$ cat src/rtl/kvt_pkg.sv
// ----------------------------------------------------------------------------
// kvt_pkg: shared types for the keyed value table
// Request kinds, result status codes, controller states and the command and
// status bundles that pass between the controller and the datapath.
// ----------------------------------------------------------------------------
package kvt_pkg;

  // Request kinds; the three remaining codes do nothing
  typedef enum logic [2:0] {
    KIND_CLEAR  = 3'd0,
    KIND_INSERT = 3'd1,
    KIND_ERASE  = 3'd2,
    KIND_LOOKUP = 3'd3,
    KIND_COUNT  = 3'd4
  } kind_t;

  // Result status codes
  typedef enum logic [1:0] {
    ST_OK        = 2'd0,
    ST_NOT_FOUND = 2'd1,
    ST_FULL      = 2'd2,
    ST_DUPLICATE = 2'd3
  } status_t;

  // Controller states
  typedef enum logic [2:0] {
    S_IDLE,
    S_START,
    S_SCAN_RD,
    S_SCAN_CHK,
    S_SHIFT_RD,
    S_SHIFT_WR,
    S_FINISH
  } state_t;

  // Commands from the controller to the datapath
  typedef struct packed {
    logic    start;      // latch request, clear results and index
    logic    idx_inc;    // advance the walk index
    logic    rd_en;      // read the entry at the index
    logic    rd_next;    // read at index plus one instead
    logic    wr_en;      // write an entry
    logic    wr_shift;  // write read data at index, else append request
    logic    cnt_clr;
    logic    cnt_inc;
    logic    cnt_dec;
    logic    set_status;
    status_t status;
    logic    set_found;
    logic    set_value;  // capture read value as the lookup result
    logic    match_inc;
    logic    load_out;   // move results into the output register
  } kvt_cmd_t;

  // Status from the datapath to the controller
  typedef struct packed {
    logic [2:0] kind;
    logic       scan_end;   // index reached the entry count
    logic       shift_end;  // index is the last entry
    logic       full;
    logic       key_hit;    // read key equals request key
    logic       val_hit;    // read value equals request value
  } kvt_stat_t;

endpackage

$ cat src/rtl/kvt_ctrl.sv
// ----------------------------------------------------------------------------
// kvt_ctrl: controller of the keyed value table
// Sequences each request through search, compaction and result hand-off,
// and owns the input ready and output valid handshake signals.
// ----------------------------------------------------------------------------
module kvt_ctrl (
  input  logic              clk,
  input  logic              rst,
  input  logic              in_valid,
  output logic              in_ready,
  output logic              out_valid,
  input  logic              out_ready,
  input  kvt_pkg::kvt_stat_t stat,
  output kvt_pkg::kvt_cmd_t  cmd
);
  import kvt_pkg::*;

  state_t state, state_next;

  // State register and result valid flag
  always_ff @(posedge clk) begin
    if (rst) begin
      state     <= S_IDLE;
      out_valid <= 1'b0;
    end else begin
      state <= state_next;
      if (cmd.load_out) begin
        out_valid <= 1'b1;
      end else if (out_ready) begin
        out_valid <= 1'b0;
      end
    end
  end

  // Next state and commands
  always_comb begin
    state_next = state;
    cmd        = '0;
    cmd.status = ST_OK;
    in_ready   = 1'b0;
    case (state)
      S_IDLE: begin
        in_ready = 1'b1;
        if (in_valid) begin
          cmd.start  = 1'b1;
          state_next = S_START;
        end
      end
      S_START: begin
        case (stat.kind)
          KIND_CLEAR: begin
            cmd.cnt_clr = 1'b1;
            state_next  = S_FINISH;
          end
          KIND_INSERT: begin
            if (stat.full) begin
              cmd.set_status = 1'b1;
              cmd.status     = ST_FULL;
              state_next     = S_FINISH;
            end else begin
              state_next = S_SCAN_RD;
            end
          end
          KIND_ERASE, KIND_LOOKUP, KIND_COUNT: state_next = S_SCAN_RD;
          default: state_next = S_FINISH;
        endcase
      end
      S_SCAN_RD: begin
        if (stat.scan_end) begin
          // Walk finished without a key hit
          case (stat.kind)
            KIND_INSERT: begin
              cmd.wr_en   = 1'b1;
              cmd.cnt_inc = 1'b1;
            end
            KIND_ERASE, KIND_LOOKUP: begin
              cmd.set_status = 1'b1;
              cmd.status     = ST_NOT_FOUND;
            end
            default: ;
          endcase
          state_next = S_FINISH;
        end else begin
          cmd.rd_en  = 1'b1;
          state_next = S_SCAN_CHK;
        end
      end
      S_SCAN_CHK: begin
        case (stat.kind)
          KIND_COUNT: begin
            cmd.match_inc = stat.val_hit;
            cmd.idx_inc   = 1'b1;
            state_next    = S_SCAN_RD;
          end
          KIND_INSERT: begin
            if (stat.key_hit) begin
              cmd.set_status = 1'b1;
              cmd.status     = ST_DUPLICATE;
              state_next     = S_FINISH;
            end else begin
              cmd.idx_inc = 1'b1;
              state_next  = S_SCAN_RD;
            end
          end
          KIND_LOOKUP: begin
            if (stat.key_hit) begin
              cmd.set_found = 1'b1;
              cmd.set_value = 1'b1;
              state_next    = S_FINISH;
            end else begin
              cmd.idx_inc = 1'b1;
              state_next  = S_SCAN_RD;
            end
          end
          KIND_ERASE: begin
            if (stat.key_hit) begin
              cmd.set_found = 1'b1;
              state_next    = S_SHIFT_RD;
            end else begin
              cmd.idx_inc = 1'b1;
              state_next  = S_SCAN_RD;
            end
          end
          default: state_next = S_FINISH;
        endcase
      end
      // Compaction: move each later entry down one place
      S_SHIFT_RD: begin
        if (stat.shift_end) begin
          cmd.cnt_dec = 1'b1;
          state_next  = S_FINISH;
        end else begin
          cmd.rd_en   = 1'b1;
          cmd.rd_next = 1'b1;
          state_next  = S_SHIFT_WR;
        end
      end
      S_SHIFT_WR: begin
        cmd.wr_en    = 1'b1;
        cmd.wr_shift = 1'b1;
        cmd.idx_inc  = 1'b1;
        state_next   = S_SHIFT_RD;
      end
      S_FINISH: begin
        if (!out_valid || out_ready) begin
          cmd.load_out = 1'b1;
          state_next   = S_IDLE;
        end
      end
      default: state_next = S_IDLE;
    endcase
  end

endmodule

$ cat src/rtl/kvt_datapath.sv
// ----------------------------------------------------------------------------
// kvt_datapath: storage and compare logic of the keyed value table
// Key and value memories, entry count, walk index, request latch, result
// accumulation and the output register.
// ----------------------------------------------------------------------------
module kvt_datapath #(
  parameter int TABLE_DEPTH = 32,
  parameter int KEY_BITS    = 32,
  parameter int VALUE_BITS  = 32
) (
  input  logic               clk,
  input  logic               rst,
  input  logic [2:0]         kind,
  input  logic [31:0]        key,
  input  logic [31:0]        value,
  input  kvt_pkg::kvt_cmd_t  cmd,
  output kvt_pkg::kvt_stat_t stat,
  output logic [1:0]         status,
  output logic               found,
  output logic [31:0]        value_out,
  output logic [5:0]         match_count,
  output logic [5:0]         occupancy
);
  import kvt_pkg::*;

  localparam int AW = $clog2(TABLE_DEPTH);
  localparam int CW = $clog2(TABLE_DEPTH + 1);

  logic [KEY_BITS-1:0]   mem_key [TABLE_DEPTH];
  logic [VALUE_BITS-1:0] mem_val [TABLE_DEPTH];
  logic [KEY_BITS-1:0]   rd_key;
  logic [VALUE_BITS-1:0] rd_val;

  logic [2:0]            kind_q;
  logic [KEY_BITS-1:0]   key_q;
  logic [VALUE_BITS-1:0] val_q;
  logic [CW-1:0]         count;
  logic [CW-1:0]         idx;
  logic [CW-1:0]         idx_plus;
  logic [CW:0]           idx_plus_w;
  logic [CW-1:0]         match_total;
  status_t               res_status;
  logic                  res_found;
  logic [VALUE_BITS-1:0] res_value;

  logic [KEY_BITS+31:0]   key_ext;
  logic [VALUE_BITS+31:0] val_ext;
  logic [VALUE_BITS+31:0] res_val_ext;
  logic [CW+5:0]          cnt_ext;
  logic [CW+5:0]          match_ext;
  logic [AW-1:0]          rd_addr;
  logic [AW-1:0]          wr_addr;
  logic [KEY_BITS-1:0]    wr_key;
  logic [VALUE_BITS-1:0]  wr_val;

  // Width fitting of ports to the stored widths
  assign key_ext     = {{KEY_BITS{1'b0}}, key};
  assign val_ext     = {{VALUE_BITS{1'b0}}, value};
  assign res_val_ext = {32'd0, res_value};
  assign cnt_ext     = {6'd0, count};
  assign match_ext   = {6'd0, match_total};

  // Addresses and write data
  assign idx_plus_w = {1'b0, idx} + {{CW{1'b0}}, 1'b1};
  assign idx_plus   = idx_plus_w[CW-1:0];
  assign rd_addr    = cmd.rd_next ? idx_plus[AW-1:0] : idx[AW-1:0];
  assign wr_addr    = cmd.wr_shift ? idx[AW-1:0] : count[AW-1:0];
  assign wr_key     = cmd.wr_shift ? rd_key : key_q;
  assign wr_val     = cmd.wr_shift ? rd_val : val_q;

  // Entry memories, registered read
  always_ff @(posedge clk) begin
    if (cmd.wr_en) begin
      mem_key[wr_addr] <= wr_key;
      mem_val[wr_addr] <= wr_val;
    end
    if (cmd.rd_en) begin
      rd_key <= mem_key[rd_addr];
      rd_val <= mem_val[rd_addr];
    end
  end

  // Status toward the controller
  always_comb begin
    stat.kind      = kind_q;
    stat.scan_end  = (idx == count);
    stat.shift_end = (idx_plus_w >= {1'b0, count});
    stat.full      = (count == CW'(TABLE_DEPTH));
    stat.key_hit   = (rd_key == key_q);
    stat.val_hit   = (rd_val == val_q);
  end

  // Entry count
  always_ff @(posedge clk) begin
    if (rst) begin
      count <= '0;
    end else if (cmd.cnt_clr) begin
      count <= '0;
    end else if (cmd.cnt_inc) begin
      count <= count + CW'(1);
    end else if (cmd.cnt_dec) begin
      count <= count - CW'(1);
    end
  end

  // Request latch, walk index and result accumulation
  always_ff @(posedge clk) begin
    if (cmd.start) begin
      kind_q      <= kind;
      key_q       <= key_ext[KEY_BITS-1:0];
      val_q       <= val_ext[VALUE_BITS-1:0];
      idx         <= '0;
      match_total <= '0;
      res_status  <= ST_OK;
      res_found   <= 1'b0;
      res_value   <= '0;
    end else begin
      if (cmd.idx_inc) begin
        idx <= idx_plus;
      end
      if (cmd.match_inc) begin
        match_total <= match_total + CW'(1);
      end
      if (cmd.set_status) begin
        res_status <= cmd.status;
      end
      if (cmd.set_found) begin
        res_found <= 1'b1;
      end
      if (cmd.set_value) begin
        res_value <= rd_val;
      end
    end
  end

  // Output register
  always_ff @(posedge clk) begin
    if (cmd.load_out) begin
      status      <= res_status;
      found       <= res_found;
      value_out   <= res_val_ext[31:0];
      match_count <= match_ext[5:0];
      occupancy   <= cnt_ext[5:0];
    end
  end

endmodule

$ cat src/rtl/keyed_value_table_top.sv
// ----------------------------------------------------------------------------
// keyed_value_table_top: associative key/value table
// Packed, insertion-ordered table of unique keys with clear, insert, erase,
// lookup and count-by-value requests, one result per request.
// ----------------------------------------------------------------------------
// One request is handled at a time. The table sits in a single-port-read key
// and value memory, walked one entry at a time (read, then compare). Clear,
// unused kinds and an insert into a full table go straight to the result;
// an insert, erase or lookup walk stops on a key hit, and otherwise a walk
// covers all held entries. Erase walks to the hit and then moves each later
// entry down one place. A finished result sits in an output register, and
// the next request is accepted while it waits; that request's result then
// holds in its last state until the first one is taken. Entries need no
// clearing after reset.
module keyed_value_table_top #(
  parameter int TABLE_DEPTH = 32,
  parameter int KEY_BITS    = 32,
  parameter int VALUE_BITS  = 32
) (
  input  logic        clk,
  input  logic        rst,
  input  logic        in_valid,
  output logic        in_ready,
  input  logic [2:0]  kind,
  input  logic [31:0] key,
  input  logic [31:0] value,
  output logic        out_valid,
  input  logic        out_ready,
  output logic [1:0]  status,
  output logic        found,
  output logic [31:0] value_out,
  output logic [5:0]  match_count,
  output logic [5:0]  occupancy
);
  import kvt_pkg::*;

  kvt_cmd_t  cmd;
  kvt_stat_t stat;

  // Sequencer
  kvt_ctrl u_ctrl (
    .clk       (clk),
    .rst       (rst),
    .in_valid  (in_valid),
    .in_ready  (in_ready),
    .out_valid (out_valid),
    .out_ready (out_ready),
    .stat      (stat),
    .cmd       (cmd)
  );

  // Storage and compares
  kvt_datapath #(
    .TABLE_DEPTH (TABLE_DEPTH),
    .KEY_BITS    (KEY_BITS),
    .VALUE_BITS  (VALUE_BITS)
  ) u_datapath (
    .clk         (clk),
    .rst         (rst),
    .kind        (kind),
    .key         (key),
    .value       (value),
    .cmd         (cmd),
    .stat        (stat),
    .status      (status),
    .found       (found),
    .value_out   (value_out),
    .match_count (match_count),
    .occupancy   (occupancy)
  );

endmodule
$ cat config.mk
export PLATFORM = sky130hd
export DESIGN_NAME = keyed_value_table_top
export DESIGN_NICKNAME = d
export VERILOG_FILES = /design/src/rtl/kvt_pkg.sv /design/src/rtl/kvt_ctrl.sv /design/src/rtl/kvt_datapath.sv /design/src/rtl/keyed_value_table_top.sv
export SDC_FILE = /design/constraint.sdc
export NUM_CORES = 2
export LEC_CHECK = 0
export ABC_CLOCK_PERIOD_IN_PS = 8270
export BUFFER_PORTS_ARGS = -buffer_cell sky130_fd_sc_hd__buf_2
export CAP_MARGIN = 20
export CORE_ASPECT_RATIO = 1.2
export CORE_MARGIN = 4
export CORE_UTILIZATION = 60
export CTS_BUF_LIST = sky130_fd_sc_hd__clkbuf_4 sky130_fd_sc_hd__clkbuf_8
export DETAILED_ROUTE_END_ITERATION = 6
export HOLD_SLACK_MARGIN = 0.02
export PLACE_DENSITY = 0.87
export SLEW_MARGIN = 20
export SYNTH_ARGS = -nofsm -noshare
export SYNTH_HDL_FRONTEND = slang
export SYNTH_HIERARCHICAL = 1
export SYNTH_SLANG_ARGS = --single-unit
export TNS_END_PERCENT = 20
$ cat constraint.sdc
create_clock -name clk -period 8.27 [get_ports clk]
set_input_delay 0 -clock clk [delete_from_list [all_inputs] [get_ports clk]]
set_output_delay 0 -clock clk [all_outputs]
set_load 0.005 [all_outputs]
# Yosys cells after proc, flatten, opt, wreduce, memory -nomap -nowiden
# Memory sizes are Yosys's and may differ from the RTL's. A register that Yosys moved wholly into a read port is not among the register bits.
# Cells that the tools add are included.
totals:
  regBits: 171
  out_inout_bits: 49
  mem_count: 2
  latch_bits: 0
  mem_bits_rw: 2048
  rom_bits: 0
  in_bits: 71
classes:
  add_sub_neg: 4
  magnitude_cmp: 1
  n_div: 0
  bitwise_logic: 0
  n_eq_ne: 16
  n_reduce_logical: 12
  shift: 0
  mux: 54
  multipliers: 0
memory_table:
  columns: ["name", "words", "word_bits", "read_ports", "rd_ports_with_merged_regs", "write_ports", "line_no", "source"]
  rows:
  - ["u_datapath.mem_key", 32, 32, 1, 1, 1, "kvt_datapath.sv:29", "logic [KEY_BITS-1:0] mem_key [TABLE_DEPTH];"]
  - ["u_datapath.mem_val", 32, 32, 1, 1, 1, "kvt_datapath.sv:30", "logic [VALUE_BITS-1:0] mem_val [TABLE_DEPTH];"]
op_table:
  columns: ["op", "n"]
  rows:
  - ["== test 32 bit", 2]
  - ["2-to-1 mux 32 bit", 2]
  - ["2-to-1 mux 3 bit", 13]
  - ["2-to-1 mux 1 bit", 23]
  - ["one-hot mux 3 bit (7 select lines)", 1]
  - ["one-hot mux 3 bit (3 select lines)", 2]
  - ["adder 6 x 1 -> 6 bit (second input constant)", 2]
  - ["== test 3 x 2 -> 1 bit (second input constant)", 4]
  - ["== test 3 bit (second input constant)", 4]
  - ["2-to-1 mux 6 bit", 2]
  - ["2-to-1 mux 5 bit", 2]
  - ["one-hot mux 1 bit (2 select lines)", 5]
  - ["adder 6 x 1 -> 7 bit (second input constant)", 1]
  - ["greater-or-equal comparator 7 x 6 -> 1 bit", 1]
  - ["== test 3 x 1 -> 1 bit (second input constant)", 2]
  - ["== test 6 bit", 1]
  - ["== test 6 bit (second input constant)", 1]
  - ["logical NOT 3 bit", 2]
  - ["2-to-1 mux 2 bit", 3]
  - ["one-hot mux 3 bit (2 select lines)", 1]
  - ["OR reduction 2 bit", 3]
  - ["OR reduction 3 bit", 2]
  - ["subtractor 6 x 1 -> 6 bit (second input constant)", 1]
  - ["nonzero test 2 bit", 2]
  - ["5 further kinds", 5]

# Depth between registers and ports, before layout
logic_depth:
  depth_word: 6
  ltp_mapped: 18
  ltp_nobuf: 14

# Hierarchy
# Netlist, hierarchy kept.
modules_own_cells:
  columns: ["module", "area_per_inst_um2", "instances", "cells_each", "seq_area_each_um2"]
  rows:
  - ["kvt_datapath", 108296.4, 1, 7374, 67905.1]
  - ["kvt_ctrl", 464.2, 1, 62, 80.1]

# Worst setup path after synthesis
# No wires, ideal clock.
synth_timing:
  path_type: "register -> register"
  start: "register u_ctrl.state[1]"
  end: "register u_datapath.idx[0]"
  required_time_ns: 8.142
  n_path_buf: 2
  slack_ns: 2.228
  synth_period_minus_slack_ns: 6.042
  arrival_time_ns: 5.914
  stages_incl_launch_ff: 6
  path_cell_list: "dfxtp_1 > nand2b_1 > nor3_1 > clkbuf_1 > buf_1 > nor2_1"
synth_rtl:
  columns: ["item", "line_no", "source"]
  rows:
  - ["start, declared", "kvt_ctrl.sv:18", "state_t state, state_next;"]
  - ["start signal, assigned", "kvt_ctrl.sv:26", "state <= state_next;"]
  - ["end signal, assigned", "kvt_datapath.sv:119", "idx <= idx_plus;"]
  - ["end, declared", "kvt_datapath.sv:38", "logic [CW-1:0] idx;"]

# Final worst setup path
layout_timing:
  start: "register u_datapath.idx[1]"
  end: "register u_datapath.rd_val[30], read port of u_datapath.mem_val, data pin"
layout_between:
  elab_chain_cells: 5
layout_lines:
  columns: ["item", "line_no", "source"]
  rows:
  - ["adder 6 x 1 -> 7 bit", "kvt_datapath.sv:64", "assign idx_plus_w = {1'b0, idx} + {{CW{1'b0}}, 1'b1};"]
  - ["greater-or-equal comparator 7 x 6 -> 1 bit", "kvt_datapath.sv:87", "stat.shift_end = (idx_plus_w >= {1'b0, count});"]
  - ["2-to-1 mux 2 bit", "kvt_ctrl.sv:129", "if (stat.shift_end) begin"]
  - ["2-to-1 mux 1 bit", "kvt_ctrl.sv:41", "case (state)"]
  - ["2-to-1 mux 5 bit", "kvt_datapath.sv:66", "assign rd_addr = cmd.rd_next ? idx_plus[AW-1:0] : idx[AW-1:0];"]
  - ["end, declared", "kvt_datapath.sv:32", "logic [VALUE_BITS-1:0] rd_val;"]
# Several ways; a longest one is shown, not always the timed one.
# A chain may end at the register's enable or synchronous reset.

==> out/qor.csv <==
metric;value;unit
ys_ff_latch;2283;
cts_root_buf;clkbuf_8;
drt-wirelength-per-cell;30.4;um
grt_pass1_vias;72600;
worstSkewPairLatency;1.11;ns
rsz0062_at_grt;no;
viasPerCell;7.04;
synth_top_cell_by_area;edfxtp_1;
via_count;72400;
grt-ovfl-total;0;
cts.path.max_buffers;4;
grt_max_degree;222;
antenna_found_initial;8;
routabilityCongestion;0.802;
yosysWarnings;6;
syn_inst;7436;
cts_resized;0;
yosys.area_share.adder;0.156;%
synth_area_per_cell;14.6;um^2
cts_sinks;2283;
required;9.07;ns
ys_types;64;
startpoint;u_datapath/idx[1];
synth_compound_area_share;8.06;%
layout_min_cycle_time;6.80;ns
maxCapViolations;0;
synth_top_family_by_area;multiplexers;
die_y;474;um
finalSetupViolations;0;
cts_tree;built;
drive_gt1_share;19.0;%
synth_xor_area_share;0.725;%
placed_area;112000;um^2
netlist_area;109000;um^2
htreeDepth;5;
power.density;284;nW/um^2
cts_buffers;363;
die_x;397;um
synth_sequential_area_ratio;62.5;%
synthArstFlopShare;0;%
critical_path_class;flip-flop to flip-flop;
drc_errors;1;
dpl.hpwl;159;mm
io_pins;120;
port_buffers;119;
timing.final.crit_share;82.2;%
synth_simple_gate_area_share;4.30;%
cts_hold_buf;141;
drtIter0Drc;10500;
start_kind;flip-flop;
p_leak;35.1;nW
hold_violations;0;
r2r_end;u_datapath/rd_val[30];
hp-class;input pin to flip-flop;
syn_nets;7520;
grt_pass1_wl;455;mm
worst_setup_path_end_kind;flip-flop;
synthMuxAreaShare;21.7;%
critPathMaxFanout;65;
synth_top_cell_area_share;61.5;%
grt_use_total;32.3;%
rows;170;
fin_area;120000;um^2
worstPathArrival;7.60;ns
synth_edf_count;2226;
max_freq;0.147;GHz
status;finished, violations left;
slew_violations;0;
r2r-start;u_datapath/idx[1];
area_delta_synth_final;10.1;%
core;180000;um^2
cts_setup_buffers;0;
start_util;60.6;%
worstMarginPinSlew;1.28;ns
violations;DRC;
ff2ff_path_depth;11;
synth_ff_type;edfxtp_1;
dieArea;188000;um^2
synth_area_leaders;edfxtp_1 (61%), mux2i_1 (14%), mux2_2 (5.9%);
skew;0.0818;ns
dr.pass1.iters;7;
final.setup.tns;0;ns
endpoint;u_datapath/rd_val[30];
irDropWorstVdd;324;uV
finalWirelength;312;mm
ant_nets;0;
final_nets;7713;
relSlewSlack;15.0;%
r2r_slack;1.47;ns
path_clk_slew;0.07;ns
[Yosys cell counts, types with 10 or more instances]
| master | n |
|---|---|
| edfxtp_1 | 2226 |
| mux2i_1 | 1569 |
| nand2_1 | 659 |
| mux2_2 | 568 |
| o211ai_1 | 506 |
| a22oi_1 | 387 |
| buf_2 | 239 |
| clkbuf_1 | 233 |
| nand4_1 | 135 |
| a31oi_1 | 128 |
| o22ai_1 | 126 |
| nor2_1 | 100 |
| xor2_1 | 78 |
| mux4_2 | 66 |
| dfxtp_1 | 57 |
| or2_0 | 54 |
| buf_4 | 47 |
| buf_1 | 43 |
| a21oi_1 | 21 |
| nor2b_1 | 16 |
| nor4_1 | 16 |
| buf_6 | 14 |
| ha_1 | 12 |
| xnor2_1 | 12 |
| a211oi_1 | 11 |
| or2_1 | 10 |
[registers in the layout, summed over array words and instances, names as in the netlist, 3 cells and up]
register / cells
u_datapath/mem_key: 1024
u_datapath/mem_val: 1024
u_datapath/key_q: 32
u_datapath/rd_key: 32
u_datapath/rd_val: 32
u_datapath/res_value: 32
u_datapath/val_q: 32
u_datapath/value_out: 32
u_datapath/count: 6
u_datapath/idx: 6
u_datapath/match_count: 6
u_datapath/match_total: 6
u_datapath/occupancy: 6
u_ctrl/state: 3
u_datapath/kind_q: 3
[final cells by class]
type | instances | area, um^2
Tap cell | 2408 | 3010
Clock inverter | 136 | 821
Inverter | 9 | 33.8
Antenna cell | 4 | 10.0
Fill cell | 11400 | 59800
Sequential cell | 2283 | 68000
Clock buffer | 477 | 5950
Timing Repair Buffer | 404 | 3550
Multi-Input combinational cell | 4568 | 38400
[power breakdown]
group / internal, mW / switching, mW / total, mW
clock: 4.91 / 4.42 / 9.33
combinational: 3.60 / 6.45 / 10.1
sequential: 14.1 / 0.530 / 14.6
total: 22.6 / 11.4 / 34.0
[routing by layer]
layer	part of all wire [%]	vias to the layer above	GRT usage, %
met5	0.0070	-	0
met3	13	1373	8.39
met4	6.4	4	18.9
met1	34	35500	40.1
li1	-	29900	-
met2	46	5646	51.4
[cells by family after synthesis]
group           after synthesis
flops                      2283
simple gates               1045
buf+inv                     585
compound gates             1217
fa+ha+maj                    13
mux                        2203
xor+xnor                     90
[placed cells by master (no fill, tap or decap), types with 66 or more instances in the layout]
cell	netlist	final
a22oi_1	387	387
a31oi_1	128	128
buf_2	239	119
buf_4	47	108
clkbuf_4	0	99
clkbuf_8	0	378
clkinv_1	0	78
dlygate4sd3_1	0	141
edfxtp_1	2226	2226
mux2_2	568	568
mux2i_1	1569	1569
mux4_2	66	66
nand2_1	659	659
nand4_1	135	135
nor2_1	100	66
o211ai_1	506	506
o22ai_1	126	126
xor2_1	78	77
[worst max-delay path: stages, from the launching register on]
cell and delay, ns:
dfxtp_4 0.93, buf_4 0.83, buf_4 0.90, buf_4 0.87, buf_4 0.86, buf_4 0.79, nor2b_1 0.11, a211oi_1 0.28
a21oi_1 0.10, a22oi_1 0.26, nand2_1 0.09, o221a_1 0.24
[how the worst min path moves through the flow]
stage / start / to / depth (start not counted)
after floorplan: rst / u_ctrl/state[1] / 1
after global placement: key[18] / u_datapath/key_q[18] / 1
after detailed placement: key[5] / u_datapath/key_q[5] / 1
after CTS: value[20] / u_datapath/val_q[20] / 3
after global routing: value[16] / u_datapath/val_q[16] / 3
final: value[8] / u_datapath/val_q[8] / 3
[metrics by stage]
step / worst slack [ns] / hold slack [ns] / util (%) / cells / total power [mW]
floorplan: 2.23 / 0.0691 / - / 7436 / 21.8
global placement: 1.78 / 0.180 / 62.1 / 9522 / 24.1
detailed placement: 1.57 / 0.178 / 62.1 / 9530 / 24.4
CTS: 1.55 / 0.0563 / 66.7 / 10300 / 33.6
global route: 1.19 / 0.154 / 66.7 / 10300 / 35.0
finish: 1.47 / 0.158 / 66.7 / 10300 / 34.0
(Power assumes the default switching activity.)
